### src/sv/kvte_pkg.sv
// kvte_pkg: shared types and constants of the key/value table engine
// depends on nothing; imported by the controller, the datapath and the top level
package kvte_pkg;

    // table geometry
    localparam int TABLE_DEPTH   = 64;
    localparam int KEY_BYTES     = 8;
    localparam int NUMBER_DIGITS = 10;

    localparam int AW    = $clog2(TABLE_DEPTH);
    localparam int CW    = $clog2(TABLE_DEPTH + 1);
    localparam int KEY_W = KEY_BYTES * 8;
    localparam int DIG_W = (NUMBER_DIGITS * 4 > 40) ? 40 : NUMBER_DIGITS * 4;
    localparam int LEN_W = 4;

    // saturation value of the digit count
    localparam logic [LEN_W-1:0] LEN_SAT =
        LEN_W'((NUMBER_DIGITS > 15) ? 15 : NUMBER_DIGITS);

    // operation codes
    typedef enum logic [1:0] {
        OP_ADD    = 2'd0,
        OP_SEARCH = 2'd1,
        OP_DELETE = 2'd2,
        OP_NONE   = 2'd3
    } t_op;

    // result codes
    typedef enum logic [1:0] {
        ST_OK      = 2'd0,
        ST_MISSING = 2'd1,
        ST_FULL    = 2'd2
    } t_status;

    // controller states
    typedef enum logic [1:0] {
        S_IDLE,
        S_SCAN,
        S_SHIFT,
        S_DONE
    } t_state;

    // one stored entry
    typedef struct packed {
        logic [KEY_W-1:0] key;
        logic [LEN_W-1:0] len;
        logic [DIG_W-1:0] bcd;
    } t_entry;

    // commands from controller to datapath
    typedef struct packed {
        logic    load_req;
        logic    scan;
        logic    shift;
        logic    wr_update;
        logic    wr_append;
        logic    cnt_dec;
        logic    res_load;
        logic    res_take;
        t_status res_status;
        logic    out_load;
    } t_dp_cmd;

    // status from datapath to controller
    typedef struct packed {
        t_op  op;
        logic hit;
        logic pass_done;
        logic full;
        logic out_free;
    } t_dp_sts;

endpackage

### src/sv/kvte_ctrl.sv
// kvte_ctrl: request sequencer of the key/value table engine
// depends on kvte_pkg; drives the datapath through t_dp_cmd
module kvte_ctrl (
    input  logic              i_clk,
    input  logic              i_rst_n,
    input  logic              i_req_valid,
    output logic              o_req_ready,
    input  kvte_pkg::t_dp_sts i_sts,
    output kvte_pkg::t_dp_cmd o_cmd
);
    import kvte_pkg::*;

    t_state r_state;
    t_state n_state;

    // state register
    always_ff @(posedge i_clk) begin
        if (!i_rst_n) begin
            r_state <= S_IDLE;
        end else begin
            r_state <= n_state;
        end
    end

    // next state
    always_comb begin
        n_state = r_state;
        unique case (r_state)
            S_IDLE: begin
                if (i_req_valid) begin
                    n_state = S_SCAN;
                end
            end
            S_SCAN: begin
                if (i_sts.op == OP_NONE) begin
                    n_state = S_DONE;
                end else if (i_sts.hit) begin
                    n_state = (i_sts.op == OP_DELETE) ? S_SHIFT : S_DONE;
                end else if (i_sts.pass_done) begin
                    n_state = S_DONE;
                end
            end
            S_SHIFT: begin
                if (i_sts.pass_done) begin
                    n_state = S_DONE;
                end
            end
            S_DONE: begin
                if (i_sts.out_free) begin
                    n_state = S_IDLE;
                end
            end
            default: n_state = S_IDLE;
        endcase
    end

    // command outputs
    always_comb begin
        o_cmd            = '0;
        o_cmd.res_status = ST_OK;
        o_req_ready      = 1'b0;
        unique case (r_state)
            S_IDLE: begin
                // no transaction is taken while reset is held
                o_req_ready    = i_rst_n;
                o_cmd.load_req = i_req_valid && i_rst_n;
            end
            S_SCAN: begin
                if (i_sts.op == OP_NONE) begin
                    o_cmd.res_load = 1'b1;
                end else if (i_sts.hit) begin
                    case (i_sts.op)
                        OP_ADD: begin
                            o_cmd.wr_update = 1'b1;
                            o_cmd.res_load  = 1'b1;
                        end
                        OP_SEARCH: begin
                            o_cmd.res_load = 1'b1;
                            o_cmd.res_take = 1'b1;
                        end
                        default: ;
                    endcase
                end else if (i_sts.pass_done) begin
                    o_cmd.res_load = 1'b1;
                    if (i_sts.op == OP_ADD) begin
                        if (i_sts.full) begin
                            o_cmd.res_status = ST_FULL;
                        end else begin
                            o_cmd.wr_append = 1'b1;
                        end
                    end else begin
                        o_cmd.res_status = ST_MISSING;
                    end
                end else begin
                    o_cmd.scan = 1'b1;
                end
            end
            S_SHIFT: begin
                o_cmd.shift = 1'b1;
                if (i_sts.pass_done) begin
                    o_cmd.cnt_dec  = 1'b1;
                    o_cmd.res_load = 1'b1;
                end
            end
            S_DONE: begin
                o_cmd.out_load = i_sts.out_free;
            end
            default: ;
        endcase
    end

endmodule

### config.mk
export PLATFORM = sky130hd
export DESIGN_NAME = kvte_ctrl
export DESIGN_NICKNAME = d
export VERILOG_FILES = /design/src/sv/kvte_pkg.sv /design/src/sv/kvte_ctrl.sv
export SDC_FILE = /design/constraint.sdc
export NUM_CORES = 1
export LEC_CHECK = 0
export BUFFER_PORTS_ARGS = -buffer_cell sky130_fd_sc_hd__buf_2
export CELL_PAD_IN_SITES_DETAIL_PLACEMENT = 2
export CELL_PAD_IN_SITES_GLOBAL_PLACEMENT = 2
export CORE_UTILIZATION = 20
export DETAILED_ROUTE_END_ITERATION = 10
export PLACE_DENSITY = 0.81
export RECOVER_POWER = 100
export SLEW_MARGIN = 20
export SYNTH_ARGS = -nofsm -noshare
export SYNTH_HDL_FRONTEND = slang
export SYNTH_SLANG_ARGS = --single-unit
### constraint.sdc
create_clock -name i_clk -period 1.9 [get_ports i_clk]
set_clock_uncertainty 0.2 [all_clocks]
set_input_delay 0.285 -clock i_clk [delete_from_list [all_inputs] [get_ports i_clk]]
set_output_delay 0.285 -clock i_clk [all_outputs]
set_load 0.1 [all_outputs]
**Word level (Yosys, flattened, before mapping)**

Index checks and enable logic that the tools add are counted.

- Memory bits (read-only): 0
- Bits of input ports: 9
- Bits in writable memories: 0
- Register bits after elaboration: 2
- Output and inout port bits: 12
- Bits in latches: 0
- Logic and storage cells: 52
- Memories kept: 0

- Div/mod/pow operators: 0
- Multiply operators: 0
- Add/subtract/negate cells: 0
- Order comparisons: 0
- Reductions and logical operators: 5
- Eq/ne operators: 8
- Shift-type cells: 0
- Bitwise gates (word level): 0
- Muxes and demuxes: 38

Operators with widths:

| cell | number |
|---|---|
| 2-bit two-way mux | 12 |
| 1-bit two-way mux | 22 |
| 2-bit equality test, second input constant | 4 |
| 2-bit one-hot mux with 4 select lines | 1 |
| 3-bit two-way mux | 2 |
| 2-bit by 1-bit equality test with 1-bit output, second input constant | 2 |
| 2-bit logical NOT | 2 |
| 2-bit != test, second input constant | 2 |
| 1-bit one-hot mux with 2 select lines | 1 |
| 2-bit AND reduction | 1 |
| 2-bit OR reduction | 1 |
| 1-bit logical AND | 1 |

**Depth between registers and ports, before layout**

Gate-level depths: netlist of the first run.

- Depth after elaboration: 6
- Depth in mapped cells: 5
- Gate-level depth less buffers: 5

**Worst setup path after synthesis of the first run**

No wires, ideal clock.

- Kind: reg2out
- From: register r_state[1]
- To: output o_cmd[9] (netlist name)
- Setup slack: -3.868 ns
- Stages on the path, launching flop included: 5
- Required time: 1.415 ns
- Path buffers: 0
- Arrival: 5.283 ns
- Path through: dfxtp_1 > inv_1 > ha_1 > inv_1 > a2111oi_0

RTL lines:

| item | RTL line | RTL |
|---|---|---|
| start, declared | kvte_ctrl.sv:13 | `t_state r_state;` |
| start signal, assigned | kvte_ctrl.sv:21 | `r_state <= n_state;` |
| end, declared | kvte_ctrl.sv:9 | `output kvte_pkg::t_dp_cmd o_cmd` |

==> results of run 1 <==
where the power goes:
part           total, mW  switching, mW  internal (mW)  leakage [nW]
logic              0.600          0.357          0.243         0.323
registers         0.0713         0.0132         0.0581        0.0175
clock network     0.0934         0.0238         0.0696        0.0138
total              0.765          0.394          0.371         0.354
synthesized netlist by cell type (all sizes together), types with 2 or more instances:
master	number
ha	5
dfxtp	2
and2	3
a2111oi	2
buf	2
nand2	3
nor2	4
and2b	2
inv	4
nor3	2
stage by stage:
| step | utilization, % | TNS (ps) | cell area, µm² | power, mW | cells |
|---|---|---|---|---|---|
| global route | 52.7 | -602 | 822 | 0.805 | 89 |
| CTS | 51.9 | -155 | 810 | 0.759 | 87 |
| global placement | 47.7 | 0 | 743 | 0.600 | 80 |
| floorplan | - | -2060 | 462 | 0.444 | 44 |
| detailed placement | 47.7 | 0 | 743 | 0.610 | 80 |
| finish | 52.7 | -221 | 822 | 0.765 | 89 |
routing by layer:
layer / GRT usage [%] / vias to the layer above / share of wire, %
met1: 16.4 / 205 / 38
met2: 30.0 / 20 / 56
met4: 9.38 / 0 / 1.3
li1: - / 216 / -
met3: 1.67 / 2 / 4.3
met5: 0 / - / 0
cell families after synthesis:
group / count (synthesis) / share of synthesized area [%]
AOI/OAI and AO/OA: 8 / 18.5
buffers and inverters: 6 / 9.82
and+or+nand+nor: 21 / 36.0
muxes: 1 / 3.27
DFF: 2 / 11.6
adders and majority gates: 5 / 18.2
xor gates and xnor gates: 1 / 2.55
worst paths after layout:
path	startpoint	slack [ps]	depth (start not counted)	to
max	r_state[1]$_SDFFE_PN0P_	-90	6	o_cmd[2]
min	i_rst_n	100	3	r_state[0]$_SDFFE_PN0P_
max reg2reg	r_state[1]$_SDFFE_PN0P_	70	6	r_state[1]$_SDFFE_PN0P_
min reg2reg	r_state[0]$_SDFFE_PN0P_	500	3	r_state[0]$_SDFFE_PN0P_
final cells by class:
| class | instances | area (µm²) |
|---|---|---|
| Clock buffer | 3 | 22.5 |
| Sequential cell | 2 | 45.0 |
| Tap cell | 16 | 20.0 |
| Multi-Input combinational cell | 36 | 397 |
| Inverter | 4 | 15.0 |
| Fill cell | 151 | 737 |
| Timing Repair Buffer | 28 | 323 |
repair_timing:
item	CTS	global route
pin swaps	2	2
resized for setup	4	2
endpoints found under the setup margin	5	6
buffers inserted	4	2
worst max-delay path: stages (launching register included):
cell     delay, ps
dfxtp_2        310
inv_2           70
ha_4           140
nor2b_4        170
nand2_4         80
nor4b_4        270
buf_12         210
==> results.cfg, run 1 <==
[critical_path]
endpoint_kind = output pin
cp.required_ps = 1410
path_max_fanout = 4
path_class = reg -> out
critPathArrivalTime_ps = 1500
start_kind = register

[die]
die-area_um2 = 1890
dieWidth_um = 43.5
coreArea_um2 = 1560
rows = 14
die_h_um = 43.5
io_pins = 21
initial_core_util_pct = 22.1

[route]
ant_nets = 0
wire_per_inst_um = 14.5
route.detailed.drc = 4
first_iter_violations = 8
wl_um = 1290
vias_per_cell = 4.98
via_count = 443
firstDrtPassIters = 6

[clocking]
cts_hold_buf = 0
clk_latency_ps = 220
cts_buffers = 3
clockBufferDepth = 2
numClockSinks = 2
cts_tree = done
path_clk_slew_ps = 30
ctsHtreeMaxLevel = 1
cts-root-buf = clkbuf_4

[place]
place_ws_ps = 27.4
portBuffers = 20
gp_congestion = 0.726
hpwl_um = 988

[finish]
mostFrequentLayoutCell = buf_12
regMostFlops = r_state
layout-drive-gt1-share_pct = 68.5
diodes = 0
nNetsFinal = 89
area_growth_syn_to_layout_pct = 139
largest_reg_flops = 2
reg.largest.list = r_state (2)
most-common-layout-cells = buf_12 (10), buf_2 (8), buf_4 (8)

[yosys]
synthFlopType = dfxtp_1
netlist_instances = 44
ys_warn_count = 0
synthTopCellsByArea = ha_1 (18%), dfxtp_1 (12%), and2_1 (5.5%)
synthesis.nets = 58
synth_area_um2 = 344
synth.largest_area_cell = ha_1
synth_top_area_share_pct = 18.2
ys_seq_elements = 2
synth_edf_count = 0
avgSynthCellArea_um2 = 7.82
yosysUniqueCellTypes = 26
async_flop_share_pct = 0
yosysSeqAreaShare_pct = 11.6

[global_routing]
grt_pass1_wl_um = 2100
grt_pass1_vias = 476
grt-ovfl-total = 0
grt_max_degree = 7
antenna_found_initial = 0
track_usage_pct = 15.8

[pwr]
power_density_nw_per_um2 = 930
irDropWorstVdd_mv = 0.430
leakagePower_nw = 0.354

[outcome]
status = finished, violations left
violations = design-rule violations, negative setup slack

[timing]
slew_viol_final = 0
period_needed_ps = 1990
worst_pin_slew_ps = 556
fmax_mhz = 504
hold_viol_final = 0
post-route-worst-setup-slack_ps = -85.1
whs_ps = 103
finalSetupViolCount = 4
period_share_pct = 104
rsz0062_at_grt = yes
slew_headroom_pct = 62.0

[flow_run]
cap_violations = 0

[min_path]
hold_class = in -> reg
(Power assumes the default switching activity.)
==> run 2: changes to the inputs <==
- CORE_MARGIN: unset -> 3
- clock period: 1.9 -> 2.1 ns (I/O delays scaled with it)
==> run 2 against run 1 <==
  * Largest power group unchanged
  * Critical path depth is 1 lower
  * Global-route usage is 1.7 points lower
  * Worst setup slack improved by 100 ps
  * The run now ends clean
==> results.cfg, run 2 (same netlist as run 1, synthesis figures left out) <==
[finish]
fin_util_pct = 44.9
nNetsFinal = 88
area_growth_syn_to_layout_pct = 104
fill_cells = 162
layout-drive-gt1-share_pct = 66.7
seq_area_um2 = 42.5
mostFrequentLayoutCell = buf_2
reg.largest.list = r_state (2)
regMostFlops = r_state
diodes = 0
stdcell_area_um2 = 701
most-common-layout-cells = buf_2 (9), buf_4 (8), clkbuf_4 (6)
largest_reg_flops = 2
multi_input_area_um2 = 387
fin_cells = 88

[outcome]
status = completed

[timing]
post-route-worst-setup-slack_ps = 19.3
finalSetupViolCount = 0
period_share_pct = 99.1
rsz0062_at_grt = yes
whs_ps = 149
hold_viol_final = 0
final.setup.tns_ps = 0
fmax_mhz = 481
slew_viol_final = 0
period_needed_ps = 2080
worst_pin_slew_ps = 539
slew_headroom_pct = 63.1

[clocking]
cts_buffers = 3
path_clk_slew_ps = 30
ctsHtreeMaxLevel = 1
clk_latency_ps = 230
numClockSinks = 2
clockBufferDepth = 2
cts_tree = done
cts-root-buf = clkbuf_4
cts_hold_buf = 0

[pwr]
p_total_uw = 619
power_density_nw_per_um2 = 883
pwr-share-comb_pct = 75.6
clock_power_share_pct = 14.3
p_seq_share_pct = 10.2
intPower_uw = 270
leakagePower_nw = 0.320
irDropWorstVdd_mv = 0.457
switchingPower_uw = 349
switching_share_pct = 56.4

[critical_path]
path_class = reg -> out
crit_slowest_cell = dfxtp_2
r2r_slack_ps = 230
critPathArrivalTime_ps = 1570
cp.required_ps = 1580
path_max_fanout = 6
critPathMaxStageDelay_ps = 370
start_kind = register
path_cells = inv_1 -> ha_2 -> o21ai_0 -> a21boi_4 -> buf_12
endpoint_kind = output pin
reg2reg_depth = 5

[route]
ant_nets = 0
wire_per_inst_um = 16.2
route.detailed.drc = 0
first_iter_violations = 0
firstDrtPassIters = 1
wl_um = 1430
vias_per_cell = 5.03
via_count = 443

[min_path]
hold_class = in -> reg
whs_path_depth = 3

[die]
die_h_um = 47.5
die-area_um2 = 2250
io_pins = 21
rows = 14
dieWidth_um = 47.5
initial_core_util_pct = 22.1
coreArea_um2 = 1560

[place]
dp_cells = 79
placed_cell_area_um2 = 661
portBuffers = 20
gp_congestion = 0.703
place_ws_ps = 182
hpwl_um = 1090

[flow_run]
cap_violations = 0

[global_routing]
grt_pass1_vias = 462
grt_pass1_wl_um = 2170
grt-ovfl-total = 0
grt_max_degree = 10
track_usage_pct = 14.1
antenna_found_initial = 0
## run 2: worst paths after layout
kind,start,endpoint
max,r_state[0]$_SDFFE_PN0P_,o_cmd[4]
min reg2reg,r_state[0]$_SDFFE_PN0P_,r_state[0]$_SDFFE_PN0P_
min,i_rst_n,r_state[0]$_SDFFE_PN0P_
max reg2reg,r_state[0]$_SDFFE_PN0P_,r_state[0]$_SDFFE_PN0P_
## run 2: routing by layer
metal | up-vias | GRT usage (%) | routed length [µm]
li1 | 217 | - | -
met1 | 213 | 16.4 | 558
met2 | 11 | 25.7 | 813
met3 | 2 | 1.13 | 38
met4 | 0 | 6.63 | 17
met5 | - | 0 | 0
## run 2: worst max-delay path, delay by kind of cell (launching register included)
family                     cells  cell delay (ps)
buffers and inverters          2              290
adders and majority gates      1              240
AOI/OAI and AO/OA              2              440
DFF                            1              370
## run 2: power by group through the flow
| stage | clock network [mW] | registers, mW | logic (mW) |
|---|---|---|---|
| after global routing | 0.0984 | 0.0650 | 0.497 |
| after floorplan | 0 | 0.0614 | 0.341 |
| after detailed placement | 0 | 0.0640 | 0.441 |
| after global placement | 0 | 0.0632 | 0.430 |
| after CTS | 0.0954 | 0.0619 | 0.468 |
| final | 0.0883 | 0.0629 | 0.467 |
## run 2: layout make-up
| type | instances | area share, % |
|---|---|---|
| multi-input combinational | 36 | 55.2 |
| clock buffer | 3 | 3.21 |
| sequential | 2 | 6.07 |
| inverter | 4 | 2.14 |
| tap | 16 | 2.86 |
| timing repair buffer | 27 | 30.5 |
## run 2: timing repair
| action | CTS | global route |
|---|---|---|
| gates resized for setup | 1 | 2 |
| setup endpoints to repair | 1 | 3 |
| pin swaps | 2 | 2 |
| setup buffers | 4 | 2 |
| cloned | 0 | 0 |
